--- src/hw/rtl/sdtq_pkg.sv ---
// types and constants of the sorted deadline timer queue
package sdtq_pkg;

  localparam int unsigned SEC_W    = 33;
  localparam int unsigned USEC_W   = 20;
  localparam int unsigned TMO_W    = 31;
  localparam int unsigned RID_W    = 16;
  localparam int unsigned TAG_W    = 16;
  localparam int unsigned QUO_W    = 22;
  localparam int unsigned REM_W    = 10;
  localparam int unsigned PROD_W   = 57;

  localparam logic [USEC_W-1:0] USEC_PER_SEC = 20'd1000000;
  localparam logic [USEC_W-1:0] USEC_MAX     = 20'd999999;
  localparam logic [REM_W-1:0]  MS_PER_SEC   = 10'd1000;

  // floor(2^35 / 125): quotient of (timeout >> 3) / 125, low by at most one
  localparam int unsigned       RECIP_SHIFT = 35;
  localparam logic [28:0]       RECIP_125   = 29'd274877906;

  typedef enum logic [1:0] {
    OP_INSERT = 2'd0,
    OP_POP    = 2'd1,
    OP_REMOVE = 2'd2,
    OP_QUERY  = 2'd3
  } op_e;

  typedef enum logic [1:0] {
    ST_OK        = 2'd0,
    ST_EMPTY     = 2'd1,
    ST_NOT_FOUND = 2'd2,
    ST_FULL      = 2'd3
  } status_e;

  typedef enum logic [3:0] {
    FSM_IDLE,
    FSM_DIV_MUL,
    FSM_DIV_FIX,
    FSM_DEADLINE,
    FSM_WALK_INS,
    FSM_PLACE,
    FSM_WALK_DEL,
    FSM_QUERY,
    FSM_RESP
  } state_e;

  typedef struct packed {
    op_e                op;
    logic [31:0]        now_sec;
    logic [USEC_W-1:0]  now_usec;
    logic [TMO_W-1:0]   timeout_ms;
    logic [RID_W-1:0]   request_id;
    logic [TAG_W-1:0]   user_tag;
  } in_item_t;

  typedef struct packed {
    status_e            status;
    logic [RID_W-1:0]   out_request_id;
    logic [TAG_W-1:0]   out_tag;
    logic [SEC_W-1:0]   time_sec;
    logic [USEC_W-1:0]  time_usec;
  } out_item_t;

  typedef struct packed {
    logic [SEC_W-1:0]   sec;
    logic [USEC_W-1:0]  usec;
  } stamp_t;

  typedef struct packed {
    logic   neg;
    stamp_t diff;
  } alu_res_t;

endpackage

--- src/hw/rtl/sdtq_ram.sv ---
// generic single write, single read ram with registered read data
module sdtq_ram #(
  parameter int unsigned WIDTH = 8,
  parameter int unsigned DEPTH = 16,
  localparam int unsigned AddrW = $clog2(DEPTH)
) (
  input  logic             clk_i,
  input  logic             we_i,
  input  logic [AddrW-1:0] waddr_i,
  input  logic [WIDTH-1:0] wdata_i,
  input  logic [AddrW-1:0] raddr_i,
  output logic [WIDTH-1:0] rdata_o
);

  logic [WIDTH-1:0] mem_q [DEPTH];
  logic [WIDTH-1:0] rdata_q;

  always_ff @(posedge clk_i) begin
    if (we_i) begin
      mem_q[waddr_i] <= wdata_i;
    end
    rdata_q <= mem_q[raddr_i];
  end

  assign rdata_o = rdata_q;

endmodule

--- src/hw/rtl/sdtq_time_alu.sv ---
// shared timestamp subtractor: a minus b with microsecond borrow
module sdtq_time_alu import sdtq_pkg::*; (
  input  stamp_t   a_i,
  input  stamp_t   b_i,
  output alu_res_t res_o
);

  logic [USEC_W:0]   usec_raw;
  logic              borrow;
  logic [USEC_W-1:0] usec_fix;
  logic [SEC_W:0]    sec_raw;

  always_comb begin
    usec_raw = {1'b0, a_i.usec} - {1'b0, b_i.usec};
    borrow   = usec_raw[USEC_W];
    // wraps back into 0..999999 when borrowing
    usec_fix = borrow ? (usec_raw[USEC_W-1:0] + USEC_PER_SEC) : usec_raw[USEC_W-1:0];
    sec_raw  = {1'b0, a_i.sec} - {1'b0, b_i.sec} - {{SEC_W{1'b0}}, borrow};
    res_o.neg       = sec_raw[SEC_W];
    res_o.diff.sec  = sec_raw[SEC_W-1:0];
    res_o.diff.usec = usec_fix;
  end

endmodule

--- src/hw/rtl/sorted_deadline_timer_queue.sv ---
// Sorted deadline timer queue. Holds up to QUEUE_DEPTH records (deadline as seconds and
// microseconds, request id, tag) in one ram, kept in ascending deadline order; equal
// deadlines keep arrival order. One operation is in flight at a time and in_stall_o is
// high from the beat after acceptance until the block is back in idle. Every operation
// gives exactly one result beat. The ram has one read and one write port, and a small
// sequencer walks the records through it one entry per cycle, with one shared timestamp
// subtractor doing every deadline compare and the remaining-time calculation. Insert divides
// the timeout, forms the deadline and walks back from the tail over the records past the new
// deadline position; pop and remove walk every record; query reads only the head; an
// operation answered at once (full, empty, not found on an empty queue) goes straight to the
// result. The result register lets the next operation be taken while a result beat still
// waits on out_stall_i. The ram needs no clearing after reset: only entries below the fill
// count are ever used.
module sorted_deadline_timer_queue import sdtq_pkg::*; #(
  parameter int unsigned QUEUE_DEPTH = 16,
  parameter int unsigned ID_BITS     = 16
) (
  input  logic      clk_i,
  input  logic      rst_ni,
  input  logic      in_valid_i,
  output logic      in_stall_o,
  input  in_item_t  in_item_i,
  output logic      out_valid_o,
  input  logic      out_stall_i,
  output out_item_t out_item_o
);

  localparam int unsigned CntW   = $clog2(QUEUE_DEPTH + 1);
  localparam int unsigned IdxW   = $clog2(QUEUE_DEPTH);
  localparam int unsigned IdKeep = (ID_BITS < RID_W) ? ID_BITS : RID_W;
  localparam int unsigned StampW = $bits(stamp_t);
  localparam int unsigned EntW   = StampW + ID_BITS + TAG_W;

  // sequencer state
  state_e            state_q, state_d;
  logic [CntW-1:0]   cnt_q, cnt_d;
  logic [IdxW-1:0]   idx_q, idx_d;
  logic              found_q, found_d;
  logic              out_valid_q, out_valid_d;

  // operation held for the whole walk
  op_e               op_q;
  stamp_t            now_q;
  logic [TMO_W-1:0]  tmo_q;
  logic [ID_BITS-1:0] rid_q;
  logic [TAG_W-1:0]  tag_q;

  // deadline arithmetic
  logic [PROD_W-1:0] prod_q, prod_d;
  logic [QUO_W-1:0]  quo_q, quo_d;
  logic [REM_W-1:0]  rem_q, rem_d;
  stamp_t            new_q, new_d;

  // result staging and output register
  out_item_t         res_q, res_d;
  out_item_t         out_q, out_d;

  // ram ports
  logic              ram_we;
  logic [IdxW-1:0]   ram_waddr;
  logic [EntW-1:0]   ram_wdata;
  logic [IdxW-1:0]   ram_raddr;
  logic [EntW-1:0]   ram_rdata;

  // shared subtractor
  stamp_t            alu_a, alu_b;
  alu_res_t          alu_res;

  logic              in_acc;
  logic              out_free;
  logic [IdxW-1:0]   last_idx;
  logic              at_last;
  stamp_t            rd_stamp;
  logic [ID_BITS-1:0] rd_id;
  logic [TAG_W-1:0]  rd_tag;
  logic [EntW-1:0]   new_entry;
  logic              del_match;

  // arithmetic temporaries
  logic [QUO_W-1:0]  q_est;
  logic [31:0]       q_times;
  logic [31:0]       rem_raw;
  logic [USEC_W-1:0] rem_us;
  logic [USEC_W:0]   us_sum;
  logic              us_carry;

  sdtq_ram #(
    .WIDTH (EntW),
    .DEPTH (QUEUE_DEPTH)
  ) u_ram (
    .clk_i   (clk_i),
    .we_i    (ram_we),
    .waddr_i (ram_waddr),
    .wdata_i (ram_wdata),
    .raddr_i (ram_raddr),
    .rdata_o (ram_rdata)
  );

  sdtq_time_alu u_alu (
    .a_i   (alu_a),
    .b_i   (alu_b),
    .res_o (alu_res)
  );

  assign in_stall_o  = (state_q != FSM_IDLE);
  assign in_acc      = in_valid_i && !in_stall_o;
  // result register takes a new beat when empty or when its beat leaves now
  assign out_free    = !out_valid_q || !out_stall_i;
  assign out_valid_o = out_valid_q;
  assign out_item_o  = out_q;

  assign last_idx  = IdxW'(cnt_q - 1'b1);
  assign at_last   = (idx_q == last_idx);

  // record layout in the ram: deadline, id, tag
  assign rd_stamp  = stamp_t'(ram_rdata[EntW-1 -: StampW]);
  assign rd_id     = ram_rdata[TAG_W +: ID_BITS];
  assign rd_tag    = ram_rdata[TAG_W-1:0];
  assign new_entry = {new_q, rid_q, tag_q};

  // pop always takes the head, remove the first id match in deadline order
  assign del_match = (op_q == OP_POP) ? (idx_q == '0) : (rd_id == rid_q);

  // next state
  always_comb begin
    state_d = state_q;
    unique case (state_q)
      FSM_IDLE: begin
        if (in_acc) begin
          unique case (in_item_i.op)
            OP_INSERT: state_d = (cnt_q == CntW'(QUEUE_DEPTH)) ? FSM_RESP : FSM_DIV_MUL;
            OP_POP:    state_d = (cnt_q == '0) ? FSM_RESP : FSM_WALK_DEL;
            OP_REMOVE: state_d = (cnt_q == '0) ? FSM_RESP : FSM_WALK_DEL;
            OP_QUERY:  state_d = (cnt_q == '0) ? FSM_RESP : FSM_QUERY;
            default:   state_d = FSM_IDLE;
          endcase
        end
      end
      FSM_DIV_MUL:  state_d = FSM_DIV_FIX;
      FSM_DIV_FIX:  state_d = FSM_DEADLINE;
      FSM_DEADLINE: state_d = (cnt_q == '0) ? FSM_PLACE : FSM_WALK_INS;
      FSM_WALK_INS: begin
        if (!alu_res.neg) begin
          state_d = FSM_RESP;
        end else if (idx_q == '0) begin
          state_d = FSM_PLACE;
        end
      end
      FSM_PLACE:    state_d = FSM_RESP;
      FSM_WALK_DEL: begin
        if (at_last) begin
          state_d = FSM_RESP;
        end
      end
      FSM_QUERY:    state_d = FSM_RESP;
      FSM_RESP: begin
        if (out_free) begin
          state_d = FSM_IDLE;
        end
      end
      default:      state_d = FSM_IDLE;
    endcase
  end

  // datapath and ram control
  always_comb begin
    cnt_d       = cnt_q;
    idx_d       = idx_q;
    found_d     = found_q;
    prod_d      = prod_q;
    quo_d       = quo_q;
    rem_d       = rem_q;
    new_d       = new_q;
    res_d       = res_q;
    out_d       = out_q;
    out_valid_d = out_valid_q && out_stall_i;
    ram_we      = 1'b0;
    ram_waddr   = idx_q;
    ram_wdata   = ram_rdata;
    ram_raddr   = '0;
    alu_a       = new_q;
    alu_b       = rd_stamp;

    q_est    = prod_q[RECIP_SHIFT +: QUO_W];
    q_times  = 32'(q_est) * 32'(MS_PER_SEC);
    rem_raw  = {1'b0, tmo_q} - q_times;
    rem_us   = USEC_W'(rem_q) * USEC_W'(MS_PER_SEC);
    us_sum   = {1'b0, now_q.usec} + {1'b0, rem_us};
    us_carry = (us_sum >= {1'b0, USEC_PER_SEC});

    unique case (state_q)
      FSM_IDLE: begin
        if (in_acc) begin
          res_d   = '0;
          found_d = 1'b0;
          idx_d   = '0;
          unique case (in_item_i.op)
            OP_INSERT: begin
              if (cnt_q == CntW'(QUEUE_DEPTH)) begin
                res_d.status = ST_FULL;
              end
            end
            OP_POP, OP_QUERY: begin
              if (cnt_q == '0) begin
                res_d.status = ST_EMPTY;
              end
            end
            OP_REMOVE: begin
              if (cnt_q == '0) begin
                res_d.status = ST_NOT_FOUND;
              end
            end
            default: res_d.status = ST_OK;
          endcase
        end
      end
      FSM_DIV_MUL: begin
        // timeout / 1000 = (timeout >> 3) / 125 by reciprocal
        prod_d = PROD_W'(tmo_q[TMO_W-1:3]) * PROD_W'(RECIP_125);
      end
      FSM_DIV_FIX: begin
        // estimate is at most one low: one compare and subtract
        if (rem_raw[REM_W:0] >= {1'b0, MS_PER_SEC}) begin
          quo_d = q_est + 1'b1;
          rem_d = REM_W'(rem_raw[REM_W:0] - {1'b0, MS_PER_SEC});
        end else begin
          quo_d = q_est;
          rem_d = rem_raw[REM_W-1:0];
        end
      end
      FSM_DEADLINE: begin
        new_d.usec = us_carry ? USEC_W'(us_sum - {1'b0, USEC_PER_SEC}) : us_sum[USEC_W-1:0];
        new_d.sec  = now_q.sec + SEC_W'(quo_q) + SEC_W'(us_carry);
        // start the walk at the tail
        ram_raddr  = last_idx;
        idx_d      = last_idx;
      end
      FSM_WALK_INS: begin
        // new at or after the entry read: it goes just behind it
        ram_we    = 1'b1;
        ram_waddr = IdxW'(idx_q + 1'b1);
        if (!alu_res.neg) begin
          ram_wdata = new_entry;
          cnt_d     = cnt_q + 1'b1;
        end else begin
          ram_wdata = ram_rdata;
          if (idx_q != '0) begin
            ram_raddr = idx_q - 1'b1;
            idx_d     = idx_q - 1'b1;
          end
        end
      end
      FSM_PLACE: begin
        ram_we    = 1'b1;
        ram_waddr = '0;
        ram_wdata = new_entry;
        cnt_d     = cnt_q + 1'b1;
      end
      FSM_WALK_DEL: begin
        if (found_q) begin
          // close the gap: move entry down by one
          ram_we    = 1'b1;
          ram_waddr = idx_q - 1'b1;
          ram_wdata = ram_rdata;
        end else if (del_match) begin
          found_d = 1'b1;
          if (op_q == OP_POP) begin
            res_d.out_request_id = RID_W'(rd_id[IdKeep-1:0]);
            res_d.out_tag        = rd_tag;
            res_d.time_sec       = rd_stamp.sec;
            res_d.time_usec      = rd_stamp.usec;
          end
        end
        if (at_last) begin
          if (found_q || del_match) begin
            cnt_d = cnt_q - 1'b1;
          end else begin
            res_d.status = ST_NOT_FOUND;
          end
        end else begin
          ram_raddr = idx_q + 1'b1;
          idx_d     = idx_q + 1'b1;
        end
      end
      FSM_QUERY: begin
        alu_a = rd_stamp;
        alu_b = now_q;
        if (alu_res.neg) begin
          // deadline already past
          res_d.time_sec  = '0;
          res_d.time_usec = USEC_W'(1);
        end else begin
          res_d.time_sec  = alu_res.diff.sec;
          res_d.time_usec = alu_res.diff.usec;
        end
      end
      FSM_RESP: begin
        if (out_free) begin
          out_d       = res_q;
          out_valid_d = 1'b1;
        end
      end
      default: ;
    endcase
  end

  // control registers
  always_ff @(posedge clk_i or negedge rst_ni) begin
    if (!rst_ni) begin
      state_q     <= FSM_IDLE;
      cnt_q       <= '0;
      idx_q       <= '0;
      found_q     <= 1'b0;
      out_valid_q <= 1'b0;
    end else begin
      state_q     <= state_d;
      cnt_q       <= cnt_d;
      idx_q       <= idx_d;
      found_q     <= found_d;
      out_valid_q <= out_valid_d;
    end
  end

  // payload registers
  always_ff @(posedge clk_i) begin
    if (in_acc) begin
      op_q     <= in_item_i.op;
      now_q    <= '{sec:  {1'b0, in_item_i.now_sec},
                    usec: (in_item_i.now_usec > USEC_MAX) ? USEC_MAX : in_item_i.now_usec};
      tmo_q    <= in_item_i.timeout_ms;
      rid_q    <= ID_BITS'(in_item_i.request_id[IdKeep-1:0]);
      tag_q    <= in_item_i.user_tag;
    end
    prod_q <= prod_d;
    quo_q  <= quo_d;
    rem_q  <= rem_d;
    new_q  <= new_d;
    res_q  <= res_d;
    out_q  <= out_d;
  end

endmodule

--- config.mk ---
export PLATFORM = sky130hd
export DESIGN_NAME = sorted_deadline_timer_queue
export DESIGN_NICKNAME = d
export VERILOG_FILES = /design/src/hw/rtl/sdtq_pkg.sv /design/src/hw/rtl/sdtq_ram.sv /design/src/hw/rtl/sdtq_time_alu.sv /design/src/hw/rtl/sorted_deadline_timer_queue.sv
export SDC_FILE = /design/constraint.sdc
export NUM_CORES = 2
export LEC_CHECK = 0
export BUFFER_PORTS_ARGS = -buffer_cell sky130_fd_sc_hd__buf_4
export CAP_MARGIN = 20
export CORE_ASPECT_RATIO = 0.9
export CORE_MARGIN = 2
export CORE_UTILIZATION = 30
export CTS_BUF_LIST = sky130_fd_sc_hd__clkbuf_2 sky130_fd_sc_hd__clkbuf_4 sky130_fd_sc_hd__clkbuf_8
export CTS_CLUSTER_DIAMETER = 200
export CTS_CLUSTER_SIZE = 12
export DETAILED_ROUTE_END_ITERATION = 16
export GPL_TIMING_DRIVEN = 0
export PLACE_DENSITY_LB_ADDON = 0.12
export SYNTH_ARGS = -nofsm -noshare
export SYNTH_HDL_FRONTEND = slang
export SYNTH_SLANG_ARGS = --single-unit
--- constraint.sdc ---
create_clock -name clk_i -period 10.6 [get_ports clk_i]
set_input_delay 1.59 -clock clk_i [delete_from_list [all_inputs] [get_ports clk_i]]
set_output_delay 1.59 -clock clk_i [all_outputs]
set_load 0.05 [all_outputs]
**Word level (Yosys, flattened, before mapping)**

Memories as Yosys holds them, arrays and structs flattened. A register that Yosys moved wholly into a read port is not among the register bits.
Cells that the tools add are included.

- Register bits after elaboration: 447
- Bits in writable memories: 1360
- Input port bits: 121
- Output and inout port bits: 89
- Logic and storage cells: 163
- Memories kept: 1

- Add/sub/neg operators: 15
- Multiply operators: 3
- Magnitude comparators: 3
- Eq/ne operators: 28
- Multiplexer cells: 58
- Reduce and logical (&&, ||, !) cells: 29

Memories:

| memory | depth | width | read ports | clocked after memory_dff | wr ports | RTL line | RTL |
|---|---|---|---|---|---|---|---|
| u_ram.mem_q | 16 | 85 | 1 | 1 | 1 | sdtq_ram.sv:15 | `logic [WIDTH-1:0] mem_q [DEPTH];` |

Operators with widths:

| cell | number |
|---|---|
| 85-bit two-way mux | 4 |
| 85-bit case mux with 2 select lines | 1 |
| 53-bit two-way mux | 3 |
| 53-bit case mux with 3 select lines | 1 |
| 87-bit two-way mux | 1 |
| 34-bit case mux with 2 select lines | 1 |
| 4-bit two-way mux | 16 |
| 28-bit by 28-bit multiplier with 56-bit output, second input constant | 1 |
| 20-bit two-way mux | 2 |
| 4-bit case mux with 3 select lines | 3 |
| 33-bit by 33-bit subtractor with 34-bit output | 1 |
| 34-bit by 1-bit subtractor with 34-bit output | 1 |
| 32-bit by 22-bit adder with 33-bit output | 1 |
| 33-bit by 1-bit adder with 33-bit output | 1 |
| 4-bit case mux with 8 select lines | 1 |
| 22-bit by 1-bit adder with 22-bit output, second input constant | 1 |
| 22-bit by 7-bit multiplier with 8-bit output, second input constant | 1 |
| 22-bit two-way mux | 1 |
| 2-bit inequality test, second input constant | 11 |
| 20-bit by 20-bit adder with 21-bit output | 1 |
| 21-bit by 20-bit >= comparator with 1-bit output, second input constant | 1 |
| 20-bit by 20-bit subtractor with 21-bit output | 1 |
| 20-bit adder, second input constant | 1 |
| 20-bit > comparator, second input constant | 1 |
| 41 further kinds | 79 |

**Longest topological paths before layout**

- Word-level depth: 7
- Depth in mapped cells: 38
- Gate-level depth less buffers: 38

**Cells and area by module**

A second synthesis with hierarchy kept.

- Cells, all modules: 5455
- Area total of the unflattened synthesis: 89457.0 µm²

By module, submodules not included:

| module | times used | cells an instance | area an instance (µm²) | sequential area each (µm²) |
|---|---|---|---|---|
| sdtq_ram | 1 | 2180 | 52535.4 | 42540.8 |
| sorted_deadline_timer_queue | 1 | 2724 | 33042.9 | 12326.8 |
| sdtq_time_alu | 1 | 551 | 3878.7 | 0.0 |

**Worst setup path after synthesis**

OpenSTA, ideal clock, no wires.

- Kind: reg2reg
- From: reg rem_q[0]
- To: reg new_q, in the netlist new_entry[76], data pin
- Library setup time: 0.260 ns
- Arrival time: 8.264 ns
- Data required time: 10.340 ns
- Slack: 2.076 ns
- Cell stages (with the launch flop): 37
- Path buffers: 0
- Clock period less this slack: 8.524 ns
- Cells stage by stage: edfxtp_1 fa_1 fa_1 inv_1 fa_1 fa_1 inv_1 ha_1 inv_1 o21ai_0 a21oi_1 o21ai_0 a21oi_1 o21bai_1 a2111o_1 nand2_1 xnor2_1 ha_1 or3_1 o31ai_1 xnor2_1 nand2_1 o31ai_1 inv_1 fa_1 fa_1 nand2b_1 a21boi_0 o21ai_0 a21oi_1 o2111ai_1 nand3_1 a31oi_1 o31ai_1 nand2_1 nor2_1 xor2_1

- Cells in the longest elaborated chain, start to end: 4

Ends and longest elaborated chain:

| item | RTL line | RTL |
|---|---|---|
| start: declaration | sorted_deadline_timer_queue.sv:51 | `logic [REM_W-1:0] rem_q, rem_d;` |
| start signal: assignment | sorted_deadline_timer_queue.sv:336 | `rem_q <= rem_d;` |
| 10-bit by 7-bit multiplier with 17-bit output | sorted_deadline_timer_queue.sv:187 | `rem_us = USEC_W'(rem_q) * USEC_W'(MS_PER_SEC);` |
| 20-bit by 20-bit adder with 21-bit output | sorted_deadline_timer_queue.sv:188 | `us_sum = {1'b0, now_q.usec} + {1'b0, rem_us};` |
| 21-bit by 20-bit >= comparator with 1-bit output | sorted_deadline_timer_queue.sv:189 | `us_carry = (us_sum >= {1'b0, USEC_PER_SEC});` |
| 33-bit by 1-bit adder with 33-bit output | sorted_deadline_timer_queue.sv:233 | `new_d.sec = now_q.sec + SEC_W'(quo_q) + SEC_W'(us_carry);` |
| end signal: assignment | sorted_deadline_timer_queue.sv:337 | `new_q <= new_d;` |
| end: declaration | sorted_deadline_timer_queue.sv:52 | `stamp_t new_q, new_d;` |

No other way between the ends.
A chain may end at the register's enable or synchronous reset.

**Worst setup path in the final report**

- From: reg state_q[3]
- To: reg u_ram.rdata_q[34], in the netlist u_ram.rdata_o[34], read port of u_ram.mem_q

- Cells in the longest elaborated chain, start to end: 6
- Elaborated cells between the ends (all ways): 11
- Those cells by class: 3 x add/sub; 4 x eq/ne; 4 x mux

Ends and longest elaborated chain:

| item | RTL line | RTL |
|---|---|---|
| start: declaration | sorted_deadline_timer_queue.sv:35 | `state_e state_q, state_d;` |
| start signal: assignment | sorted_deadline_timer_queue.sv:316 | `state_q <= state_d;` |
| 4-bit by 3-bit equality test with 1-bit output | sorted_deadline_timer_queue.sv:191 | `unique case (state_q)` |
| 53-bit two-way mux | sorted_deadline_timer_queue.sv:191 |  |
| 33-bit by 33-bit subtractor with 34-bit output / 20-bit by 20-bit subtractor with 21-bit output (equally long branches) | sdtq_time_alu.sv:18, sdtq_time_alu.sv:14 |  |
| 34-bit by 1-bit subtractor with 34-bit output | sdtq_time_alu.sv:18 | `sec_raw = {1'b0, a_i.sec} - {1'b0, b_i.sec} - {{SEC_W{1'b0}}, borrow};` |
| 4-bit two-way mux | sorted_deadline_timer_queue.sv:242 | `if (!alu_res.neg) begin` |
| 4-bit case mux with 3 select lines * | sorted_deadline_timer_queue.sv:191 |  |
| end: declaration | sdtq_ram.sv:16 | `logic [WIDTH-1:0] rdata_q;` |

Mark *: on every way between the ends. The rest lies on a longest branch, timed or not.

==> results_dict.tcl <==
set metrics [dict create \
    routedWlPerCell_um 24.6 \
    crit_slowest_cell "sky130_fd_sc_hd__clkbuf_1" \
    postSynthNetCount 8063 \
    fin_ws_ns 0.410 \
    final_period_util_pct 96.1 \
    globalRouteTotalUtil_pct 18.4 \
    area_delta_synth_final_pct 13.4 \
    ys_top_cells_by_area "sky130_fd_sc_hd__edfxtp_1 (58%), sky130_fd_sc_hd__ha_1 (7.1%), sky130_fd_sc_hd__fa_1 (6.1%)" \
    rr_worst_depth 31 \
    dominantRegCellSynth "sky130_fd_sc_hd__edfxtp_1" \
    post_synth_arst_share_pct 0.807 \
    worstMarginPinSlew_ns 1.12 \
    critical_path.reg2reg.endpoint "u_ram.rdata_o[34]$_DFF_P_" \
    placement_rows 191 \
    critPathCaptureType "flop" \
    pin_count_of_the_biggest_net_entering_global_routing 74 \
    tritoncts.num_buffers 180 \
    detail_placement_hpwl_um 212000 \
    fin_hold_ws_ns 0.418 \
    antenna_found_initial 22 \
    die_area_mm2 0.307 \
    start_kind "flop" \
    syn_area_mm2 0.0908 \
    first_global_vias 56745 \
    final.setup_skew_ns 0.103 \
    min_period_ns 10.19 \
    maxSlewViolCount 0 \
    netlist.area_leader.share_pct 58.2 \
    placement.setup.worst_slack_ns -0.789 \
    status "finished, final reports clean" \
    io_buffers 209 \
    core_mm2 0.301 \
    post_cts_hold_buffer_count 0 \
    maxSlewHeadroom_pct 24.8 \
    synth_warnings 0 \
    timing.hold.worst.class "reg -> reg" \
    final_antenna_net_count 0 \
    drc 0 \
    worst-path-max-fanout 10 \
    gp_routability_congestion 0.827 \
    initial_core_util_pct 30.2 \
    fin_util_pct 34.2 \
    synth-edff-count 1758 \
    criticalPathCategory "reg -> reg" \
    ff2ff_setup_slack_ns 0.41 \
    yosysUniqueCellTypes 77 \
    syn-instance-count 7149 \
    ctsHtreeMaxLevel 4 \
    max_cap_viol_count 0 \
    sequential_share_of_the_synthesized_area_pct 60.5 \
    critPathMaxStageDelay_ns 0.66 \
    global_route.overflow_total 0 \
    post_route_cells_drive_above_1_share_pct 9.71 \
    worst_ep_arrival_time_ns 10.91 \
    timing.critical_path.from "state_q[3]$_DFFE_PN0P_" \
    synth.ff_latch_count 1858 \
    vias_per_cell 4.90 \
    worstReg2RegStart "state_q[3]$_DFFE_PN0P_" \
    synth_top_area_cell "sky130_fd_sc_hd__edfxtp_1" \
    detailroute.via_count 57454 \
    report.final.setup_viol 0 \
    floorplan.die.width_um 584 \
    synth.avg_cell_area_um2 12.7 \
    clk-insertion-delay-late_ns 1.01 \
    grt_first_pass_wirelength_um 412000 \
    io_pins 210 \
    layout_commonest_cell "sky130_fd_sc_hd__edfxtp_1" \
    layout.cells.most_common_list "sky130_fd_sc_hd__edfxtp_1 (1758), sky130_fd_sc_hd__nand2_1 (1283), sky130_fd_sc_hd__nand3_1 (809)" \
    layout.filler_cells 29515 \
    fp.dieH_um 526 \
    root_buffer "sky130_fd_sc_hd__clkbuf_8" \
    worstSetupEndpoint "u_ram.rdata_o[34]$_DFF_P_" \
    clockBufferDepth 4 \
    cts_tree "built" \
    tritoncts_num_sinks 1858 \
    clkTransAtPathRegs_ns 0.10 \
    max_clock_freq_mhz 98.1 \
    totalWireLength_um 288000 \
    detail_route.iter0.violations 4506 \
    cp_common_cell "sky130_fd_sc_hd__nand3_1" \
    nets 8548 \
    finalHoldViolations 0 \
    drt_pass1_iterations 6 \
    worst-endpoint-required_ns 11.32 \
]
==> flip-flops by register name, indices dropped and copies added (netlist names), 2 cells and up <==
signal / cells
u_ram.mem_q: 1360
out_item_o: 87
res_q: 87
u_ram.rdata_o: 85
new_entry: 53
now_q: 52
tmo_q: 31
prod_q: 22
quo_q: 22
rid_q: 16
tag_q: 16
rem_q: 10
cnt_q: 5
idx_q: 4
state_q: 4
op_q: 2
==> metal layers <==
layer	vias to the layer above	share of wire (%)	GRT usage [%]
met5	-	0.0045	0
met4	2	2.1	3.85
met3	289	5.9	3.02
met2	1482	43	27.1
met1	29210	49	28.2
li1	26471	-	-
==> how the worst min path moves through the flow <==
stage | start | endpoint | slack, ns | cells past startpoint
after floorplan | res_q[0]$_DFFE_PP_ | out_item_o[0]$_DFFE_PP_ | 0.40 | 0
after global placement | res_q[48]$_DFFE_PP_ | out_item_o[48]$_DFFE_PP_ | 0.41 | 0
after detailed placement | res_q[28]$_DFFE_PP_ | out_item_o[28]$_DFFE_PP_ | 0.40 | 0
after CTS | rst_ni | cnt_q[0]$_DFFE_PN0P_ | 0.32 | 1
after global routing | rst_ni | cnt_q[0]$_DFFE_PN0P_ | 0.39 | 1
final | res_q[28]$_DFFE_PP_ | out_item_o[28]$_DFFE_PP_ | 0.42 | 0
==> cell type report <==
class / instances / area [µm²] / area share [%]
sequential: 1858 / 54900 / 53.3
clock inverter: 4 / 31.3 / 0.0304
multi-input combinational: 4405 / 32700 / 31.8
buffer: 314 / 1360 / 1.32
inverter: 570 / 2150 / 2.09
antenna: 6 / 15.0 / 0.0146
clock buffer: 297 / 3370 / 3.28
timing repair buffer: 305 / 3470 / 3.38
tap: 3956 / 4950 / 4.81
==> worst max-delay path, delay by kind of cell (launching register included) <==
| kind | cells | cell delay, ns |
|---|---|---|
| XOR/XNOR | 1 | 0.46 |
| AO/OA/AOI/OAI | 11 | 3.24 |
| buffers and inverters | 7 | 2.78 |
| adder cells (fa/ha/maj) | 4 | 1.65 |
| AND/OR/NAND/NOR | 8 | 1.34 |
| flip-flops | 1 | 0.37 |
==> metrics by stage <==
step                      TNS [ns]  instances  cell area [µm²]
after global placement    -1900.80      11314            97300
after detailed placement    -37.96      11406            99400
final                            0      11715           103000
after CTS                        0      11706           103000
after floorplan                  0       7149            90800
after global routing      -0.00643      11710           103000
==> cells in the mapped netlist (12+ instances only) <==
library cell / count
sky130_fd_sc_hd__ha_1: 516
sky130_fd_sc_hd__inv_1: 568
sky130_fd_sc_hd__buf_2: 55
sky130_fd_sc_hd__nor3_1: 50
sky130_fd_sc_hd__xor2_1: 62
sky130_fd_sc_hd__a21oi_1: 117
sky130_fd_sc_hd__a32oi_1: 86
sky130_fd_sc_hd__edfxtp_1: 1758
sky130_fd_sc_hd__clkbuf_1: 223
sky130_fd_sc_hd__nand3_1: 810
sky130_fd_sc_hd__o21ai_0: 82
sky130_fd_sc_hd__or3_1: 14
sky130_fd_sc_hd__a221oi_1: 88
sky130_fd_sc_hd__dfrtp_1: 15
sky130_fd_sc_hd__xnor2_1: 152
sky130_fd_sc_hd__mux2i_1: 220
sky130_fd_sc_hd__nand4_1: 26
sky130_fd_sc_hd__buf_1: 24
sky130_fd_sc_hd__fa_1: 277
sky130_fd_sc_hd__o21bai_1: 13
sky130_fd_sc_hd__o21a_1: 30
sky130_fd_sc_hd__nand2_1: 1283
sky130_fd_sc_hd__nor2_1: 144
sky130_fd_sc_hd__a22o_1: 51
sky130_fd_sc_hd__dfxtp_1: 85
sky130_fd_sc_hd__a211oi_1: 12
sky130_fd_sc_hd__nand2b_1: 27
sky130_fd_sc_hd__and3_1: 20
sky130_fd_sc_hd__a31oi_1: 13
sky130_fd_sc_hd__a21o_1: 41
sky130_fd_sc_hd__nor2b_1: 16
sky130_fd_sc_hd__mux2_1: 85
sky130_fd_sc_hd__and2_1: 50
==> kinds of logic (layout without fill, tap and decap cells) <==
group	count (synthesis)	count (layout)	share of synthesized area [%]
mux	309	309	3.53
fa+ha+maj	793	793	13.2
other cells	0	6	0
flops	1858	1858	60.5
xor+xnor	216	216	2.10
compound gates	615	615	4.91
buf+inv	886	1490	3.82
simple gates	2472	2472	12.0
==> what timing repair did <==
item,in CTS,in global routing
buffers inserted,0,2
resized for setup,10,27
pin swaps,0,1
setup endpoints to repair,861,897
Power is left out: the tool's default activity adds up to more than one toggle a clock period on the data nets, which glitch-free logic cannot reach.
